$ cat src/rtl/srtr_pkg.sv
// ----------------------------------------------------------------------------
// srtr_pkg
// Shared codes, field widths and defaults for the segment reassembly and
// timestamp rebase unit.
// ----------------------------------------------------------------------------
`default_nettype none

package srtr_pkg;

   // field widths
   localparam int CODEC_W  = 2;
   localparam int KIND_W   = 3;
   localparam int FLEN_W   = 24;
   localparam int PART_W   = 16;
   localparam int TICK_W   = 32;
   localparam int STATUS_W = 2;
   localparam int WOFF_W   = 20;
   localparam int WLEN_W   = 21;

   // control and status register file
   localparam int CSR_IDX_W  = 1;
   localparam int CSR_DATA_W = 32;
   localparam logic [CSR_IDX_W-1:0] CSR_GAP_THRESHOLD = 1'd0;
   localparam logic [CSR_IDX_W-1:0] CSR_AV_LINKED     = 1'd1;
   localparam logic [TICK_W-1:0]    GAP_THRESHOLD_RST = 32'd1000;

   // codec codes
   localparam logic [CODEC_W-1:0] CODEC_H264  = 2'd0;
   localparam logic [CODEC_W-1:0] CODEC_JPEG  = 2'd1;
   localparam logic [CODEC_W-1:0] CODEC_AUDIO = 2'd2;
   localparam logic [CODEC_W-1:0] CODEC_NONE  = 2'd3;

   // segment kinds
   localparam logic [KIND_W-1:0] KIND_START  = 3'd0;
   localparam logic [KIND_W-1:0] KIND_MIDDLE = 3'd1;
   localparam logic [KIND_W-1:0] KIND_LAST   = 3'd2;
   localparam logic [KIND_W-1:0] KIND_INDEP  = 3'd3;

   // status codes
   localparam logic [STATUS_W-1:0] STAT_ACCEPT   = 2'd0;
   localparam logic [STATUS_W-1:0] STAT_ERROR    = 2'd1;
   localparam logic [STATUS_W-1:0] STAT_COMPLETE = 2'd2;

   // channels
   localparam int NUM_CH = 2;
   localparam logic CH_VIDEO = 1'b0;
   localparam logic CH_AUDIO = 1'b1;

   // default buffer sizes
   localparam int VIDEO_MAX_BYTES_DEF = 1048576;
   localparam int AUDIO_MAX_BYTES_DEF = 8192;

endpackage

`default_nettype wire

$ cat src/rtl/srtr_if.sv
// ----------------------------------------------------------------------------
// srtr_req_if / srtr_rsp_if
// Valid/ready channels for packet headers and per-packet results.
// ----------------------------------------------------------------------------
`default_nettype none

interface srtr_req_if;
   import srtr_pkg::*;

   logic                valid;
   logic                ready;
   logic [CODEC_W-1:0]  codec;
   logic [KIND_W-1:0]   segment_kind;
   logic [FLEN_W-1:0]   frame_length;
   logic [PART_W-1:0]   part_length;
   logic [TICK_W-1:0]   source_tick;
   logic [TICK_W-1:0]   wall_ms;

   modport source (output valid, codec, segment_kind, frame_length, part_length,
                   source_tick, wall_ms, input ready);
   modport sink   (input valid, codec, segment_kind, frame_length, part_length,
                   source_tick, wall_ms, output ready);
endinterface

interface srtr_rsp_if;
   import srtr_pkg::*;

   logic                valid;
   logic                ready;
   logic [STATUS_W-1:0] status;
   logic                dropped;
   logic                write_enable;
   logic [WOFF_W-1:0]   write_offset;
   logic [WLEN_W-1:0]   write_length;
   logic [TICK_W-1:0]   out_timestamp;

   modport source (output valid, status, dropped, write_enable, write_offset,
                   write_length, out_timestamp, input ready);
   modport sink   (input valid, status, dropped, write_enable, write_offset,
                   write_length, out_timestamp, output ready);
endinterface

`default_nettype wire

$ cat src/rtl/segment_reassembly_timestamp_rebase_unit.sv
// ----------------------------------------------------------------------------
// segment_reassembly_timestamp_rebase_unit
// Per-packet reassembly offset tracking and timestamp rebase for a video and
// an audio channel; channel state lives in a small RAM.
// ----------------------------------------------------------------------------
//   Channel   Direction  Handshake      Carries
//   req_bus   in         valid/ready    one packet header per transfer
//   rsp_bus   out        valid/ready    one result per packet
//   csr_*     in         write enable   gap_threshold, av_linked
//
// A header is accepted when the state stage is free; channel state is read
// from RAM at that edge, and the result is registered in the output register,
// one header per cycle while the output is not stalled. The RAM read-modify-write
// loop sets the rate; a back-to-back packet on the same channel takes the
// previous write from a bypass register. After reset no clearing pass is
// needed; per-entry valid bits make unwritten state read as zero. A stalled
// output register holds the packet in the state stage and stops intake.
// ----------------------------------------------------------------------------
`default_nettype none

module segment_reassembly_timestamp_rebase_unit #(
   parameter int VIDEO_MAX_BYTES = srtr_pkg::VIDEO_MAX_BYTES_DEF,
   parameter int AUDIO_MAX_BYTES = srtr_pkg::AUDIO_MAX_BYTES_DEF
) (
   input  wire logic                              clock,
   input  wire logic                              reset,
   srtr_req_if.sink                               req_bus,
   srtr_rsp_if.source                             rsp_bus,
   input  wire logic                              csr_we,
   input  wire logic [srtr_pkg::CSR_IDX_W-1:0]    csr_index,
   input  wire logic [srtr_pkg::CSR_DATA_W-1:0]   csr_wdata
);
   import srtr_pkg::*;

   localparam int MAXB_ALL = (VIDEO_MAX_BYTES > AUDIO_MAX_BYTES) ?
                             VIDEO_MAX_BYTES : AUDIO_MAX_BYTES;
   localparam int FILL_W   = $clog2(MAXB_ALL + 1);
   localparam int END_W    = ((FILL_W > PART_W) ? FILL_W : PART_W) + 1;
   localparam int CMP_W0   = (END_W > FLEN_W + 1) ? END_W : FLEN_W + 1;
   localparam int CMP_W    = (CMP_W0 > FILL_W) ? CMP_W0 : FILL_W;

   typedef struct packed {
      logic [FILL_W-1:0] fill_offset;
      logic              tick_started;
      logic [TICK_W-1:0] base_tick;
      logic [TICK_W-1:0] base_output;
      logic [TICK_W-1:0] last_tick;
      logic [TICK_W-1:0] last_wall;
      logic [TICK_W-1:0] current_output;
   } chan_state_type;

   localparam int ST_W = $bits(chan_state_type);

   // configuration registers
   logic [TICK_W-1:0] gap_threshold_ff;
   logic              av_linked_ff;

   always_ff @(posedge clock) begin
      if (reset) begin
         gap_threshold_ff <= GAP_THRESHOLD_RST;
         av_linked_ff     <= 1'b0;
      end else if (csr_we) begin
         unique case (csr_index)
            CSR_GAP_THRESHOLD: gap_threshold_ff <= csr_wdata[TICK_W-1:0];
            CSR_AV_LINKED:     av_linked_ff     <= csr_wdata[0];
            default: ;
         endcase
      end
   end

   // handshake and stage control
   logic s1_valid_ff, s1_valid_in;
   logic rsp_valid_ff, rsp_valid_in;
   logic s1_adv;
   logic req_xfer;

   assign s1_adv   = !rsp_valid_ff || rsp_bus.ready;
   assign req_xfer = req_bus.valid && req_bus.ready;
   assign req_bus.ready = !s1_valid_ff || s1_adv;

   // state stage payload
   logic [CODEC_W-1:0] s1_codec_ff;
   logic [KIND_W-1:0]  s1_kind_ff;
   logic [FLEN_W-1:0]  s1_flen_ff;
   logic [PART_W-1:0]  s1_part_ff;
   logic [TICK_W-1:0]  s1_tick_ff;
   logic [TICK_W-1:0]  s1_wall_ff;
   logic               s1_ch;

   assign s1_ch = (s1_codec_ff == CODEC_AUDIO) ? CH_AUDIO : CH_VIDEO;

   always_ff @(posedge clock) begin
      if (req_xfer) begin
         s1_codec_ff <= req_bus.codec;
         s1_kind_ff  <= req_bus.segment_kind;
         s1_flen_ff  <= req_bus.frame_length;
         s1_part_ff  <= req_bus.part_length;
         s1_tick_ff  <= req_bus.source_tick;
         s1_wall_ff  <= req_bus.wall_ms;
      end
   end

   // channel state RAM with bypass of the latest write
   logic           req_ch;
   logic           st_we;
   chan_state_type st_rd, st_cur, st_new;
   logic [ST_W-1:0] st_rd_bits;
   logic [NUM_CH-1:0] entry_valid_ff;
   logic           fwd_valid_ff;
   logic           fwd_ch_ff;
   chan_state_type fwd_data_ff;

   assign req_ch = (req_bus.codec == CODEC_AUDIO) ? CH_AUDIO : CH_VIDEO;
   assign st_rd  = chan_state_type'(st_rd_bits);

   srtr_ram #(
      .WIDTH (ST_W),
      .DEPTH (NUM_CH)
   ) u_state_ram (
      .clock   (clock),
      .wr_en   (st_we),
      .wr_addr (s1_ch),
      .wr_data (ST_W'(st_new)),
      .rd_en   (req_xfer),
      .rd_addr (req_ch),
      .rd_data (st_rd_bits)
   );

   always_ff @(posedge clock) begin
      if (reset) begin
         entry_valid_ff <= '0;
         fwd_valid_ff   <= 1'b0;
      end else if (st_we) begin
         entry_valid_ff[s1_ch] <= 1'b1;
         fwd_valid_ff          <= 1'b1;
      end
   end

   always_ff @(posedge clock) begin
      if (st_we) begin
         fwd_ch_ff   <= s1_ch;
         fwd_data_ff <= st_new;
      end
   end

   // pick bypass, stored entry or reset value
   always_comb begin
      if (fwd_valid_ff && (fwd_ch_ff == s1_ch)) begin
         st_cur = fwd_data_ff;
      end else if (entry_valid_ff[s1_ch]) begin
         st_cur = st_rd;
      end else begin
         st_cur = '0;
      end
   end

   // timestamp update and segment placement
   logic [TICK_W-1:0] bt, bo, lt, step, tick_gap, cur_out;
   logic              rebase, fwd_jump;
   logic [CMP_W-1:0]  end_c, flen_c, maxb_c, part_c, fill_c;
   logic [STATUS_W-1:0] res_status;
   logic                res_dropped, res_wen;
   logic [WOFF_W-1:0]   res_woff;
   logic [WLEN_W-1:0]   res_wlen;
   logic [TICK_W-1:0]   res_ts;
   logic [FILL_W-1:0]   fill_new;

   always_comb begin
      // first packet seeds the base
      if (st_cur.tick_started) begin
         bt = st_cur.base_tick;
         bo = st_cur.base_output;
         lt = st_cur.last_tick;
      end else begin
         bt = s1_tick_ff;
         bo = '0;
         lt = s1_tick_ff;
      end

      fwd_jump = (s1_tick_ff > lt) && ((s1_tick_ff - lt) > gap_threshold_ff) &&
                 !av_linked_ff;
      if (s1_codec_ff == CODEC_JPEG) begin
         rebase = s1_tick_ff < lt;
      end else begin
         rebase = (s1_tick_ff < lt) || fwd_jump;
      end

      step = (st_cur.last_wall > s1_wall_ff) ? (st_cur.last_wall - s1_wall_ff) :
                                               (s1_wall_ff - st_cur.last_wall);
      if (step == '0) begin
         step = TICK_W'(1);
      end
      tick_gap = (s1_tick_ff > bt) ? (s1_tick_ff - bt) : (bt - s1_tick_ff);

      if (rebase) begin
         cur_out = st_cur.current_output + step;
         bt      = s1_tick_ff;
         bo      = cur_out;
      end else begin
         cur_out = tick_gap + bo;
      end

      // segment placement
      fill_c = CMP_W'(st_cur.fill_offset);
      part_c = CMP_W'(s1_part_ff);
      flen_c = CMP_W'(s1_flen_ff);
      maxb_c = (s1_ch == CH_AUDIO) ? CMP_W'(AUDIO_MAX_BYTES) : CMP_W'(VIDEO_MAX_BYTES);
      end_c  = fill_c + part_c;

      res_status  = STAT_ACCEPT;
      res_dropped = 1'b0;
      res_wen     = 1'b0;
      res_woff    = '0;
      res_wlen    = '0;
      fill_new    = st_cur.fill_offset;

      unique case (s1_kind_ff)
         KIND_START: begin
            if (flen_c > maxb_c) begin
               res_status = STAT_ERROR;
            end else if (part_c > flen_c) begin
               fill_new    = '0;
               res_status  = STAT_ERROR;
               res_dropped = 1'b1;
            end else begin
               res_wen  = 1'b1;
               res_wlen = WLEN_W'(s1_part_ff);
               fill_new = FILL_W'(part_c);
            end
         end
         KIND_MIDDLE, KIND_LAST: begin
            if ((end_c > flen_c) || (end_c > maxb_c)) begin
               fill_new    = '0;
               res_dropped = 1'b1;
            end else begin
               res_wen  = 1'b1;
               res_woff = WOFF_W'(st_cur.fill_offset);
               res_wlen = WLEN_W'(s1_part_ff);
               if (s1_kind_ff == KIND_MIDDLE) begin
                  fill_new = FILL_W'(end_c);
               end else begin
                  fill_new   = '0;
                  res_status = STAT_COMPLETE;
               end
            end
         end
         KIND_INDEP: begin
            if (flen_c > maxb_c) begin
               res_status = STAT_ERROR;
            end else begin
               res_wen    = 1'b1;
               res_wlen   = WLEN_W'(s1_flen_ff);
               res_status = STAT_COMPLETE;
            end
         end
         default: ;
      endcase

      res_ts = cur_out;

      // unused codec leaves state alone
      if (s1_codec_ff == CODEC_NONE) begin
         res_status  = STAT_ERROR;
         res_dropped = 1'b0;
         res_wen     = 1'b0;
         res_woff    = '0;
         res_wlen    = '0;
         res_ts      = '0;
      end

      st_new.fill_offset    = fill_new;
      st_new.tick_started   = 1'b1;
      st_new.base_tick      = bt;
      st_new.base_output    = bo;
      st_new.last_tick      = s1_tick_ff;
      st_new.last_wall      = s1_wall_ff;
      st_new.current_output = cur_out;
   end

   assign st_we = s1_valid_ff && s1_adv && (s1_codec_ff != CODEC_NONE);

   // stage valids
   always_comb begin
      s1_valid_in = s1_valid_ff;
      if (req_xfer) begin
         s1_valid_in = 1'b1;
      end else if (s1_adv) begin
         s1_valid_in = 1'b0;
      end

      rsp_valid_in = rsp_valid_ff;
      if (s1_adv) begin
         rsp_valid_in = s1_valid_ff;
      end
   end

   always_ff @(posedge clock) begin
      if (reset) begin
         s1_valid_ff  <= 1'b0;
         rsp_valid_ff <= 1'b0;
      end else begin
         s1_valid_ff  <= s1_valid_in;
         rsp_valid_ff <= rsp_valid_in;
      end
   end

   // output register
   logic [STATUS_W-1:0] rsp_status_ff;
   logic                rsp_dropped_ff;
   logic                rsp_wen_ff;
   logic [WOFF_W-1:0]   rsp_woff_ff;
   logic [WLEN_W-1:0]   rsp_wlen_ff;
   logic [TICK_W-1:0]   rsp_ts_ff;

   always_ff @(posedge clock) begin
      if (s1_adv && s1_valid_ff) begin
         rsp_status_ff  <= res_status;
         rsp_dropped_ff <= res_dropped;
         rsp_wen_ff     <= res_wen;
         rsp_woff_ff    <= res_woff;
         rsp_wlen_ff    <= res_wlen;
         rsp_ts_ff      <= res_ts;
      end
   end

   assign rsp_bus.valid         = rsp_valid_ff;
   assign rsp_bus.status        = rsp_status_ff;
   assign rsp_bus.dropped       = rsp_dropped_ff;
   assign rsp_bus.write_enable  = rsp_wen_ff;
   assign rsp_bus.write_offset  = rsp_woff_ff;
   assign rsp_bus.write_length  = rsp_wlen_ff;
   assign rsp_bus.out_timestamp = rsp_ts_ff;

endmodule

`default_nettype wire

$ cat src/rtl/srtr_ram.sv
// ----------------------------------------------------------------------------
// srtr_ram
// Generic single-write, single-read RAM with a registered read port.
// ----------------------------------------------------------------------------
`default_nettype none

module srtr_ram #(
   parameter int WIDTH = 8,
   parameter int DEPTH = 2,
   localparam int ADDR_W = (DEPTH > 1) ? $clog2(DEPTH) : 1
) (
   input  wire logic              clock,
   input  wire logic              wr_en,
   input  wire logic [ADDR_W-1:0] wr_addr,
   input  wire logic [WIDTH-1:0]  wr_data,
   input  wire logic              rd_en,
   input  wire logic [ADDR_W-1:0] rd_addr,
   output      logic [WIDTH-1:0]  rd_data
);

   logic [WIDTH-1:0] mem_ff [DEPTH];
   logic [WIDTH-1:0] rd_data_ff;

   // write port, read-before-write on the read port
   always_ff @(posedge clock) begin
      if (wr_en) begin
         mem_ff[wr_addr] <= wr_data;
      end
      if (rd_en) begin
         rd_data_ff <= mem_ff[rd_addr];
      end
   end

   assign rd_data = rd_data_ff;

endmodule

`default_nettype wire
$ cat src/flat_wrapper.sv
// flat-port wrapper written by rule: the top's interface ports become plain ports
module segment_reassembly_timestamp_rebase_unit_flat import srtr_pkg::*;
#(
   parameter int VIDEO_MAX_BYTES = srtr_pkg::VIDEO_MAX_BYTES_DEF,
   parameter int AUDIO_MAX_BYTES = srtr_pkg::AUDIO_MAX_BYTES_DEF
)
  (clock, reset, csr_we, csr_index, csr_wdata, req_bus_valid, req_bus_codec, req_bus_segment_kind, req_bus_frame_length, req_bus_part_length, req_bus_source_tick, req_bus_wall_ms, req_bus_ready, rsp_bus_valid, rsp_bus_status, rsp_bus_dropped, rsp_bus_write_enable, rsp_bus_write_offset, rsp_bus_write_length, rsp_bus_out_timestamp, rsp_bus_ready);
  srtr_req_if req_bus_i ();
  srtr_rsp_if rsp_bus_i ();
  input  wire logic clock;
  input  wire logic reset;
  input  wire logic csr_we;
  input  wire logic [srtr_pkg::CSR_IDX_W-1:0] csr_index;
  input  wire logic [srtr_pkg::CSR_DATA_W-1:0] csr_wdata;
  input wire logic [$bits(req_bus_i.valid)-1:0] req_bus_valid;
  input wire logic [$bits(req_bus_i.codec)-1:0] req_bus_codec;
  input wire logic [$bits(req_bus_i.segment_kind)-1:0] req_bus_segment_kind;
  input wire logic [$bits(req_bus_i.frame_length)-1:0] req_bus_frame_length;
  input wire logic [$bits(req_bus_i.part_length)-1:0] req_bus_part_length;
  input wire logic [$bits(req_bus_i.source_tick)-1:0] req_bus_source_tick;
  input wire logic [$bits(req_bus_i.wall_ms)-1:0] req_bus_wall_ms;
  output wire logic [$bits(req_bus_i.ready)-1:0] req_bus_ready;
  output wire logic [$bits(rsp_bus_i.valid)-1:0] rsp_bus_valid;
  output wire logic [$bits(rsp_bus_i.status)-1:0] rsp_bus_status;
  output wire logic [$bits(rsp_bus_i.dropped)-1:0] rsp_bus_dropped;
  output wire logic [$bits(rsp_bus_i.write_enable)-1:0] rsp_bus_write_enable;
  output wire logic [$bits(rsp_bus_i.write_offset)-1:0] rsp_bus_write_offset;
  output wire logic [$bits(rsp_bus_i.write_length)-1:0] rsp_bus_write_length;
  output wire logic [$bits(rsp_bus_i.out_timestamp)-1:0] rsp_bus_out_timestamp;
  input wire logic [$bits(rsp_bus_i.ready)-1:0] rsp_bus_ready;
  assign req_bus_i.valid = req_bus_valid;
  assign req_bus_i.codec = req_bus_codec;
  assign req_bus_i.segment_kind = req_bus_segment_kind;
  assign req_bus_i.frame_length = req_bus_frame_length;
  assign req_bus_i.part_length = req_bus_part_length;
  assign req_bus_i.source_tick = req_bus_source_tick;
  assign req_bus_i.wall_ms = req_bus_wall_ms;
  assign req_bus_ready = req_bus_i.ready;
  assign rsp_bus_valid = rsp_bus_i.valid;
  assign rsp_bus_status = rsp_bus_i.status;
  assign rsp_bus_dropped = rsp_bus_i.dropped;
  assign rsp_bus_write_enable = rsp_bus_i.write_enable;
  assign rsp_bus_write_offset = rsp_bus_i.write_offset;
  assign rsp_bus_write_length = rsp_bus_i.write_length;
  assign rsp_bus_out_timestamp = rsp_bus_i.out_timestamp;
  assign rsp_bus_i.ready = rsp_bus_ready;
  segment_reassembly_timestamp_rebase_unit #(.VIDEO_MAX_BYTES(VIDEO_MAX_BYTES), .AUDIO_MAX_BYTES(AUDIO_MAX_BYTES)) u_core (.clock(clock), .reset(reset), .req_bus(req_bus_i), .rsp_bus(rsp_bus_i), .csr_we(csr_we), .csr_index(csr_index), .csr_wdata(csr_wdata));
endmodule
$ cat config.mk
export PLATFORM = sky130hd
export DESIGN_NAME = segment_reassembly_timestamp_rebase_unit_flat
export DESIGN_NICKNAME = d
export VERILOG_FILES = /design/src/rtl/srtr_pkg.sv /design/src/rtl/srtr_if.sv /design/src/rtl/segment_reassembly_timestamp_rebase_unit.sv /design/src/rtl/srtr_ram.sv /design/src/flat_wrapper.sv
export SDC_FILE = /design/constraint.sdc
export NUM_CORES = 2
export LEC_CHECK = 0
export ABC_AREA = 1
export ABC_CLOCK_PERIOD_IN_PS = 13800
export BUFFER_PORTS_ARGS = -buffer_cell sky130_fd_sc_hd__buf_2
export CAP_MARGIN = 0
export CORE_MARGIN = 8
export CORE_UTILIZATION = 35
export CTS_CLUSTER_SIZE = 8
export DETAILED_ROUTE_END_ITERATION = 8
export HOLD_SLACK_MARGIN = 0.03
export PLACE_DENSITY = 0.55
export SYNTH_ARGS = -nofsm -noshare
export SYNTH_HDL_FRONTEND = slang
export SYNTH_SLANG_ARGS = --single-unit
$ cat constraint.sdc
create_clock -name clock -period 13.8 [get_ports clock]
set_input_delay 2.76 -clock clock [delete_from_list [all_inputs] [get_ports clock]]
set_output_delay 2.76 -clock clock [all_outputs]
set_load 0.005 [all_outputs]
==> flow_summary.toml <==
[floorplanning]
rows = 143
ios = 226
dieArea_sq_um = 165000
fp.dieH_um = 407
die_w_um = 407
core_area_sq_um = 152000
start_util_pct = 35.2

[sta]
final-setup-viol-count = 0
final.setup.tns_ns = 0
finClkSkew_ns = 0.0391
rsz0062_at_grt = "false"
max_slew_margin_pct = 23.4
fmax_mhz = 112
fin_crit_sh_pct = 64.4
finalCriticalPeriod_ns = 8.89
fin_ws_ns = 4.91
final-max-slew-violation-count = 0
tightest_slew_ns = 1.15
final-hold-violation-count = 0

[final_layout]
nNetsFinal = 6429
area_delta_synth_final_pct = 13.7
layout-drive-gt1-share_pct = 11.2
ff_latch_area_sq_um = 28100
final_area_sq_um = 60700
post-route-util_pct = 40.0
nFillCells = 15200
multi_input_area_sq_um = 21900

[worst_setup_path]
startpoint_type = "register"
crit_type = "reg -> reg"
cpMaxStageDelayCell = "nor4_1"
cp.required_ns = 14.38
critPathMaxStageDelay_ns = 0.76
r2r_cells = 35
crit_top_cell = "nand2_1"
crit_family = "simple AND/OR/NAND/NOR gates"
path_buf_inv = 7
arrival_ns = 9.47
worstPathMaxFanout = 61
crit_path_end_kind = "register"
cp_num_cells = 35

[route]
wl_met1_mm = 72.7
wl_mm = 162
via_count = 40300
wl_met2_mm = 76.2
ant_nets = 0
wl_per_cell_um = 20.1
top_layer = "met5"
first_pass_iters = 6
drtIter0Drc = 2999
wl_met3_mm = 7.54
post_drt_via_cell_ratio = 5.00
route.detailed.drc = 0

[placement]
placed_cell_area_sq_um = 56800
dp_slack_ns = 4.93
gp_congestion = 0.924
dpl.hpwl_mm = 117
numPortBuffers = 225

[clock_network]
ctsHoldBuffers = 0
cts_tree = "built"
insertion_delay_ns = 0.78
post-cts-setup-buffers = 0
cts_buffers = 140
ctsRootBufferMaster = "clkbuf_16"
clock-sinks = 949
clock_path_buffers = 3
htreeDepth = 4
ctsResizeCount = 0
clkTransAtPathRegs_ns = 0.05

[synth]
synth_most_common_cell = "nand2_1"
synthTopCellsByArea = "edfxtp_1, nand2_1, ha_1, inv_1, mux2_2"
synth_area_sq_um = 53400
ys_ff_latch = 949
async_flop_share_pct = 0
yosys.area.top_type_share_pct = 51.2
yosysWarnings = 0
avgSynthCellArea_sq_um = 9.32
synth.distinct_cells = 58
synth_fp_nets = 6191
synth_edf_count = 911
ys.flop_type = "edfxtp_1"
synthTopCellsByCount = "nand2_1, edfxtp_1, inv_1, a21oi_1, ha_1"
seq_area_frac_synth_pct = 52.7
yosysTopAreaCell = "edfxtp_1"
synthCells = 5727

[grt]
antenna_found_initial = 4
grt_pass1_wl_mm = 244
grt_pass1_vias = 40300
gr-total-overflow = 0
grt_max_degree = 138
grt_usage_pct = 19.1

[run_status]
status = "complete, no violations"

[power]
power_density_nw_per_um2 = 156
total_leakage_power_nw = 26.3
peakVddDrop_v = 0.000144

[min_path]
holdPathStages = 2
hold_class = "reg -> reg"

[flow_run]
drv_cap = 0
-- flip-flops by register name (all words and copies together) (netlist names), 2 cells and up --
name	flops
u_core.u_state_ram.mem_ff	362
u_core.fwd_data_ff	181
u_core.u_state_ram.rd_data	181
u_core.gap_threshold_ff	32
u_core.rsp_bus.out_timestamp	32
u_core.s1_tick_ff	32
u_core.s1_wall_ff	32
u_core.s1_flen_ff	24
u_core.rsp_bus.write_length	21
u_core.rsp_bus.write_offset	20
u_core.s1_part_ff	16
u_core.s1_kind_ff	3
u_core.entry_valid_ff	2
u_core.rsp_bus.status	2
u_core.s1_codec_ff	2
-- worst register-to-register path, delay by kind of cell, from the launching register on --
| kind | cells | cell delay [ns] |
|---|---|---|
| xor gates and xnor gates | 2 | 0.36 |
| DFF | 1 | 0.50 |
| adders and majority gates | 2 | 0.70 |
| buffers and inverters | 7 | 2.45 |
| AOI/OAI and AO/OA | 4 | 0.57 |
| and+or+nand+nor | 20 | 4.13 |
-- report_power, final --
part	total (W)	switching (W)	internal, W
sequential	0.00366	0.0000958	0.00357
clock	0.00316	0.00129	0.00187
combinational	0.00263	0.00184	0.000783
total	0.00945	0.00323	0.00622
-- placed cells by master, fill, tap and decap left out, drive strengths merged, types with 16 or more instances in the layout --
cell and n:
o21bai 21, nor2 333, inv 732, clkbuf 181, xor2 111, o211ai 24, a21oi 385, nor4 16
nand2 1673, nand3 292, xnor2 37, nor3 44, mux2 181, edfxtp 911, buf 260, nand4 80
o21ai 237, a221oi 26, ha 309, dfxtp 38
-- layer usage --
layer | track usage [%] | vias to the layer above
met5 | 0 | -
met4 | 6.50 | 2
met3 | 3.15 | 266
met2 | 31.9 | 987
met1 | 25.1 | 19200
li1 | - | 19800
-- path summary, 6_finish.rpt --
| kind | from | slack (ns) | end |
|---|---|---|---|
| hold reg to reg | u_core.gap_threshold_ff[10] | 0.46 | u_core.gap_threshold_ff[10] |
| hold / removal | u_core.gap_threshold_ff[10] | 0.46 | u_core.gap_threshold_ff[10] |
| setup reg to reg | u_core.s1_codec_ff[1] | 4.91 | u_core.rsp_bus.out_timestamp[25] |
| setup / recovery | u_core.s1_codec_ff[1] | 4.91 | u_core.rsp_bus.out_timestamp[25] |
-- cell families after synthesis --
| group | synth area share, % |
|---|---|
| compound gates | 8.14 |
| mux | 3.84 |
| simple gates | 19.0 |
| fa+ha+maj | 7.54 |
| xor+xnor | 2.43 |
| buf+inv | 6.45 |
| flops | 52.7 |
-- area by class of cell --
class                      instances  share of cell area (%)
antenna                            2                 0.00824
clock buffer                     181                    6.07
clock inverter                    20                   0.484
inverter                         724                    4.50
multi-input combinational       3890                    36.1
sequential                       949                    46.3
tap                             2030                    4.18
timing repair buffer             260                    2.41
-- metrics by stage --
stage / hold WS (ns) / instances / power [W]
2_1_floorplan: 0.431 / 5727 / 0.00544
3_3_place_gp: 0.441 / 7853 / 0.00632
3_5_place_dp: 0.452 / 7853 / 0.00634
4_1_cts: 0.463 / 8054 / 0.00955
5_1_grt: 0.481 / 8054 / 0.00995
6_report: 0.460 / 8056 / 0.00945
(Power assumes the default switching activity.)
